[src/design/rmsd_pkg.sv]
// ----------------------------------------------------------------------------
// rmsd_pkg
// Widths, operand select codes and controller/datapath bundles for the
// running mean and standard deviation core.
// ----------------------------------------------------------------------------
package rmsd_pkg;

    localparam int SAMPLE_WIDTH = 32;
    localparam int COUNT_WIDTH  = 32;

    // fixed field widths
    localparam int IN_W      = 32;
    localparam int MEAN_W    = 32;
    localparam int SD_W      = 31;
    localparam int CNT_OUT_W = 32;

    // datapath widths
    localparam int MSQ_W  = 64;
    localparam int MUL_W  = 33;
    localparam int PROD_W = 2 * MUL_W;
    localparam int NUM_W  = PROD_W;

    // shared divider: two quotient bits per step
    localparam int DIV_W          = 98;
    localparam int QUOT_W         = 64;
    localparam int DIV_STEPS_MEAN = 32;
    localparam int DIV_STEPS_MSQ  = DIV_W / 2;
    localparam int DIV_CNT_W      = $clog2(DIV_STEPS_MSQ);

    // square root: one root bit per step
    localparam int RAD_W       = 64;
    localparam int ROOT_W      = RAD_W / 2;
    localparam int SREM_W      = ROOT_W + 2;
    localparam int SQRT_CNT_W  = $clog2(ROOT_W);

    // multiplier operand selection
    localparam int MUL_SEL_W = 3;
    localparam logic [MUL_SEL_W-1:0] MUL_MEAN_N  = 3'd0;
    localparam logic [MUL_SEL_W-1:0] MUL_X_SQ    = 3'd1;
    localparam logic [MUL_SEL_W-1:0] MUL_MSQ_LO  = 3'd2;
    localparam logic [MUL_SEL_W-1:0] MUL_MSQ_HI  = 3'd3;
    localparam logic [MUL_SEL_W-1:0] MUL_MEAN_SQ = 3'd4;

    typedef struct packed {
        logic                 load;
        logic                 mul_en;
        logic [MUL_SEL_W-1:0] mul_sel;
        logic                 num_en;
        logic                 sq_en;
        logic                 acc_lo;
        logic                 acc_hi;
        logic                 acc_half;
        logic                 div_start;
        logic                 div_sel_msq;
        logic                 mean_wr;
        logic                 msq_wr;
        logic                 sqrt_start;
        logic                 out_load;
    } rmsd_cmd_t;

    typedef struct packed {
        logic div_busy;
        logic sqrt_busy;
    } rmsd_stat_t;

endpackage

[src/design/rmsd_ctrl.sv]
// ----------------------------------------------------------------------------
// rmsd_ctrl
// Sequencer: accepts a request, steps the datapath through the mean and
// mean-of-squares updates (skipped on clear) and the root, hands off results.
// ----------------------------------------------------------------------------
module rmsd_ctrl (
    input  logic                  aclk,
    input  logic                  aresetn,
    input  logic                  s_valid,
    input  logic                  s_cmd,
    output logic                  s_ready,
    output logic                  m_valid,
    input  logic                  m_ready,
    output rmsd_pkg::rmsd_cmd_t   cmd,
    input  rmsd_pkg::rmsd_stat_t  stat
);
    import rmsd_pkg::*;

    localparam logic [3:0] S_IDLE  = 4'd0;
    localparam logic [3:0] S_MULM  = 4'd1;
    localparam logic [3:0] S_NUM   = 4'd2;
    localparam logic [3:0] S_DIVM  = 4'd3;
    localparam logic [3:0] S_MULH  = 4'd4;
    localparam logic [3:0] S_ACC   = 4'd5;
    localparam logic [3:0] S_HALF  = 4'd6;
    localparam logic [3:0] S_WAITM = 4'd7;
    localparam logic [3:0] S_DIVQ  = 4'd8;
    localparam logic [3:0] S_WAITQ = 4'd9;
    localparam logic [3:0] S_SQM   = 4'd10;
    localparam logic [3:0] S_VAR   = 4'd11;
    localparam logic [3:0] S_WAITS = 4'd12;
    localparam logic [3:0] S_OUT   = 4'd13;

    logic [3:0] state_reg, state_next;
    logic       m_valid_reg, m_valid_next;

    always_comb begin
        cmd        = '0;
        state_next = state_reg;
        case (state_reg)
            S_IDLE: begin
                if (s_valid) begin
                    cmd.load   = 1'b1;
                    // clear skips straight to the readout
                    state_next = s_cmd ? S_SQM : S_MULM;
                end
            end
            S_MULM: begin
                cmd.mul_en  = 1'b1;
                cmd.mul_sel = MUL_MEAN_N;
                state_next  = S_NUM;
            end
            S_NUM: begin
                cmd.num_en  = 1'b1;
                cmd.mul_en  = 1'b1;
                cmd.mul_sel = MUL_X_SQ;
                state_next  = S_DIVM;
            end
            S_DIVM: begin
                cmd.div_start = 1'b1;
                cmd.sq_en     = 1'b1;
                cmd.mul_en    = 1'b1;
                cmd.mul_sel   = MUL_MSQ_LO;
                state_next    = S_MULH;
            end
            S_MULH: begin
                cmd.acc_lo  = 1'b1;
                cmd.mul_en  = 1'b1;
                cmd.mul_sel = MUL_MSQ_HI;
                state_next  = S_ACC;
            end
            S_ACC: begin
                cmd.acc_hi = 1'b1;
                state_next = S_HALF;
            end
            S_HALF: begin
                cmd.acc_half = 1'b1;
                state_next   = S_WAITM;
            end
            S_WAITM: begin
                if (!stat.div_busy) begin
                    cmd.mean_wr = 1'b1;
                    state_next  = S_DIVQ;
                end
            end
            S_DIVQ: begin
                cmd.div_start   = 1'b1;
                cmd.div_sel_msq = 1'b1;
                state_next      = S_WAITQ;
            end
            S_WAITQ: begin
                if (!stat.div_busy) begin
                    cmd.msq_wr = 1'b1;
                    state_next = S_SQM;
                end
            end
            S_SQM: begin
                cmd.mul_en  = 1'b1;
                cmd.mul_sel = MUL_MEAN_SQ;
                state_next  = S_VAR;
            end
            S_VAR: begin
                cmd.sqrt_start = 1'b1;
                state_next     = S_WAITS;
            end
            S_WAITS: begin
                if (!stat.sqrt_busy) begin
                    state_next = S_OUT;
                end
            end
            S_OUT: begin
                // hold until the previous result has been taken
                if (!m_valid_reg || m_ready) begin
                    cmd.out_load = 1'b1;
                    state_next   = S_IDLE;
                end
            end
            default: begin
                state_next = S_IDLE;
            end
        endcase
    end

    always_comb begin
        if (cmd.out_load) begin
            m_valid_next = 1'b1;
        end else if (m_ready) begin
            m_valid_next = 1'b0;
        end else begin
            m_valid_next = m_valid_reg;
        end
    end

    always_ff @(posedge aclk) begin
        if (!aresetn) begin
            state_reg   <= S_IDLE;
            m_valid_reg <= 1'b0;
        end else begin
            state_reg   <= state_next;
            m_valid_reg <= m_valid_next;
        end
    end

    assign s_ready = (state_reg == S_IDLE);
    assign m_valid = m_valid_reg;

endmodule

[config.mk]
export PLATFORM = sky130hd
export DESIGN_NAME = rmsd_ctrl
export DESIGN_NICKNAME = d
export VERILOG_FILES = /design/src/design/rmsd_pkg.sv /design/src/design/rmsd_ctrl.sv
export SDC_FILE = /design/constraint.sdc
export NUM_CORES = 1
export LEC_CHECK = 0
export ABC_AREA = 1
export BUFFER_PORTS_ARGS = -buffer_cell sky130_fd_sc_hd__clkbuf_2
export CAP_MARGIN = 20
export CORE_AREA = 2 2 39 41
export DETAILED_ROUTE_END_ITERATION = 16
export DIE_AREA = 0 0 41 43
export PLACE_DENSITY = 0.67
export SLEW_MARGIN = 15
export SYNTH_ARGS = -nofsm -noshare
export SYNTH_HDL_FRONTEND = slang
export SYNTH_SLANG_ARGS = --single-unit
[constraint.sdc]
create_clock -name aclk -period 1.3 [get_ports aclk]
set_input_delay 0.26 -clock aclk [delete_from_list [all_inputs] [get_ports aclk]]
set_output_delay 0.26 -clock aclk [all_outputs]
set_load 0.005 [all_outputs]
# [Word-level counts from Yosys, hierarchy flattened]
# Cells that the tools add are included.
[word_totals] register_bits=5 latch_bits=0 mem_bits_rw=0 rom_bits=0 input_bits=7 memories=0
[op_classes] addsub=0 multipliers=0 n_div=0 magnitude_cmp=0 eq_ne=18 shift=0 n_mux=25 n_bitwise=0 reduce_logical=6
[op_table] op="$pmux W4 S14" count=1
[op_table] op="$eq A4 B4 Y1 const B" count=6
[op_table] op="$mux W4" count=6
[op_table] op="$pmux W4 S5" count=1
[op_table] op="$mux W1" count=17
[op_table] op="$eq A4 B3 Y1 const B" count=4
[op_table] op="$ne A2 B2 Y1 const B" count=5
[op_table] op="$eq A4 B2 Y1 const B" count=2
[op_table] op="$reduce_and A5 Y1" count=1
[op_table] op="$eq A4 B1 Y1 const B" count=1
[op_table] op="$logic_not A4 Y1" count=1
[op_table] op="$reduce_bool A2 Y1" count=1
[op_table] op="$reduce_or A2 Y1" count=1
[op_table] op="$logic_not A1 Y1" count=1
[op_table] op="$logic_or A1 B1 Y1" count=1

# [Depth between registers and ports, before layout]
[logic_depth] depth_word=5 depth_mapped=10

# [Worst setup path before layout]
# Ideal clock, no wire load.
[synth_path] path_kind="register -> output" from="reg state_reg[0]" to="out cmd[0] (netlist name)" t_arrival_ps=927 setup_slack_ps=113 path_stages_with_launch=6 path_cell_list="dfxtp_1 -> inv_2 -> nor2_2 -> inv_1 -> nor3_2 -> buf_4"
[synth_rtl] item="from (decl)" line_no="rmsd_ctrl.sv:34" rtl="logic [3:0] state_reg, state_next;"
[synth_rtl] item="from (signal assigned)" line_no="rmsd_ctrl.sv:139" rtl="state_reg <= state_next;"
[synth_rtl] item="to (decl)" line_no="rmsd_ctrl.sv:14" rtl="output rmsd_pkg::rmsd_cmd_t cmd,"

==> impl_metrics.ini <==
[sta]
slew_violations = 0
rsz0062_at_grt = yes
setup_violations = 17
slew_headroom_pct = 87.57
clock.fmax_mhz = 680.3
post-route-period-util_pct = 113.1
fin_crit_ns = 1.470
worst_pin_slew_ns = 0.1845
finalClockSkew_ns = 0.0001934
hold_viol = 0
setup_ws_ns = -0.1699
setup-tns-final_ns = -1.348

[placed_design]
place_ws_ns = -0.03396
place_congestion = 0.7975
dp_hpwl_mm = 1.153
io_buffers = 24

[floorplanning]
die_area_sq_um = 1763
rows = 14
die_w_microns = 41
io_pins = 25
start_util_pct = 38.88
die_h_microns = 43
core_area_sq_um = 1384

[clock_network]
clk_latency_ns = 0.24
cts_sinks = 5
cts-buffers-inserted = 3
ctsLongestPathBuffers = 2
path_clk_slew_ns = 0.04
clockRootBuffer = clkbuf_4
tritoncts = yes
h-tree-depth = 1
ctsHoldBuffers = 0

[final_layout]
diodes = 0
fin_nets = 147
final.fill_count = 118
syn_to_final_growth_pct = 83.49
post-route-util_pct = 71.34
largest_reg_flops = 4
layout-drive-gt1-share_pct = 65.47

[grt]
grt_remaining_overflow = 0
grt_pass1_vias = 702
grt_max_degree = 7
antenna_found_initial = 0
track_usage_pct = 22.89
grt_pass1_wl_mm = 2.732

[yosys]
netlist_instances = 97
yosysWarnings = 0
syn-num-nets = 104
synth.distinct_cells = 17
syn_avg_cell_area_sq_um = 5.547
yosysSeqAreaShare_pct = 18.60
syn_area_sq_um = 538.0
synth-seq-cells = 5

[worst_setup_path]
r2r-end = state_reg[3]$_SDFFE_PN0P_
cp_max_fo = 6
cp_top_family = flip-flops
reg2reg_depth = 12
crit_buf_inv = 2
cp-start-kind = register
cp-end-kind = output pin
crit_required_ns = 1.04
rr_startpoint = state_reg[0]$_SDFFE_PN0P_
slowest_stage = dfxtp_4
worstPathArrival_ns = 1.21
reg2reg_slack_ns = -0.03
crit_chain = inv_4, nor2_2, nand2_2, nor2_1, clkbuf_2
criticalPathCategory = register to output pin
max_stage_delay_ns = 0.43

[power]
cellInternalPower_mw = 1.118
powerDensity_nw_per_um2 = 2291
power_frac_comb_pct = 73.6
ir_drop_v = 0.001551
p_sw_share_pct = 50.56
leakage_nw = 0.5721
switchingPower_mw = 1.143
clkPwrFrac_pct = 7.9
seq_power_share_pct = 18.5

[outcome]
outcome = finished, violations left
failed_checks = negative setup slack

[hold_path]
hold_start = aresetn
hp-class = input port to register
hold_path_depth = 3
min_to = state_reg[2]$_SDFFE_PN0P_

[route]
wl_mm = 1.862
maxUsedRoutingLayer = met4
drc = 0
firstDrtPassIters = 4
drt_iter0_markers = 15
m1WireLength_microns = 698
drt-vias-per-instance = 4.974
wl_per_cell_microns = 12.01
dr_wl_met2_mm = 1.069
route.met3.wl_microns = 70
via_count = 771
postRouteAntennaNets = 0

[flow_run]
drv_cap = 0
-- cells in the final DEF (no fill, tap or decap), types with 3 or more instances in the layout --
master / n
dfxtp_4: 4
nor2_2: 6
nand3_2: 4
nand2_4: 7
nand2_2: 6
inv_4: 3
buf_2: 4
clkbuf_4: 3
nor2_4: 9
nand3_1: 4
nor2_1: 14
inv_1: 7
buf_4: 10
buf_6: 6
inv_2: 7
nand2_1: 14
clkbuf_2: 19
-- layer usage --
metal	up-vias	GRT usage, %
met1	366	22.83
met4	0	16.00
met5	-	0
met2	25	39.38
met3	4	3.665
li1	376	-
-- layout make-up --
class	instances	area [sq um]	area share, %
Clock buffer	4	26.28	2.662
Timing Repair Buffer	39	257.7	26.11
Sequential cell	5	115.1	11.66
Inverter	19	88.84	8.999
Tap cell	16	20.02	2.028
Multi-Input combinational cell	72	479.2	48.54
-- power groups by stage --
stage	combinational [mW]	clock, mW	sequential [mW]
finish	1.66	0.178	0.419
global route	1.82	0.206	0.421
CTS	1.47	0.189	0.398
detailed placement	1.10	0	0.310
global placement	1.09	0	0.310
floorplan	0.753	0	0.294
-- worst max-delay path by stage --
stage               slack [ns]                      start     end  cells after the start
finish                   -0.17  state_reg[2]$_SDFFE_PN0P_  cmd[3]                      5
global route             -0.24  state_reg[2]$_SDFFE_PN0P_  cmd[3]                      5
CTS                      -0.16  state_reg[0]$_SDFFE_PN0P_  cmd[0]                      5
detailed placement       -0.03  state_reg[0]$_SDFFE_PN0P_  cmd[0]                      5
global placement         -0.03  state_reg[0]$_SDFFE_PN0P_  cmd[0]                      5
floorplan                 0.11  state_reg[0]$_SDFFE_PN0P_  cmd[0]                      5
-- worst min-delay path, cell delays in order --
cell and delay [ns]:
clkbuf_2 0.13, nand2_1 0.08, nor2_1 0.03
-- cell families (layout without fill, tap and decap cells) --
group / after synthesis / after routing / synth area share (%)
buffers and inverters: 20 / 62 / 14.88
flip-flops: 5 / 5 / 18.61
AND/OR/NAND/NOR: 66 / 66 / 59.54
AO/OA/AOI/OAI: 6 / 6 / 6.976
-- synth_stat cells --
cell type	number	area, sq um
nor2_2	6	37.54
nor2_1	21	78.83
inv_2	5	18.77
o21ai_0	3	15.01
clkinv_2	1	5.000
nand3_2	2	20.02
nor3_2	1	10.01
nand3_1	6	30.03
buf_4	1	7.510
nand2_2	6	37.54
inv_1	13	48.80
o211ai_1	1	7.510
o21a_1	2	15.01
nor3_1	1	5.000
nand2_1	21	78.83
nor2_4	2	22.52
dfxtp_1	5	100.1
-- metrics by stage --
stage	power [mW]	instances	instance area, sq um	hold slack, ns
after floorplan	1.047	97	538.0	0.3777
after detailed placement	1.412	138	685.7	0.5446
after CTS	2.060	153	912.1	0.2776
final	2.261	155	987.2	0.2966
after global routing	2.450	155	987.2	0.2882
after global placement	1.396	138	685.7	0.5410
-- what timing repair did --
action	CTS	global route
buffers inserted	11	4
resized for setup	43	20
pin swaps	8	11
endpoints found under the hold margin	0	0
setup endpoints to repair	17	22
(Power assumes the default switching activity.)
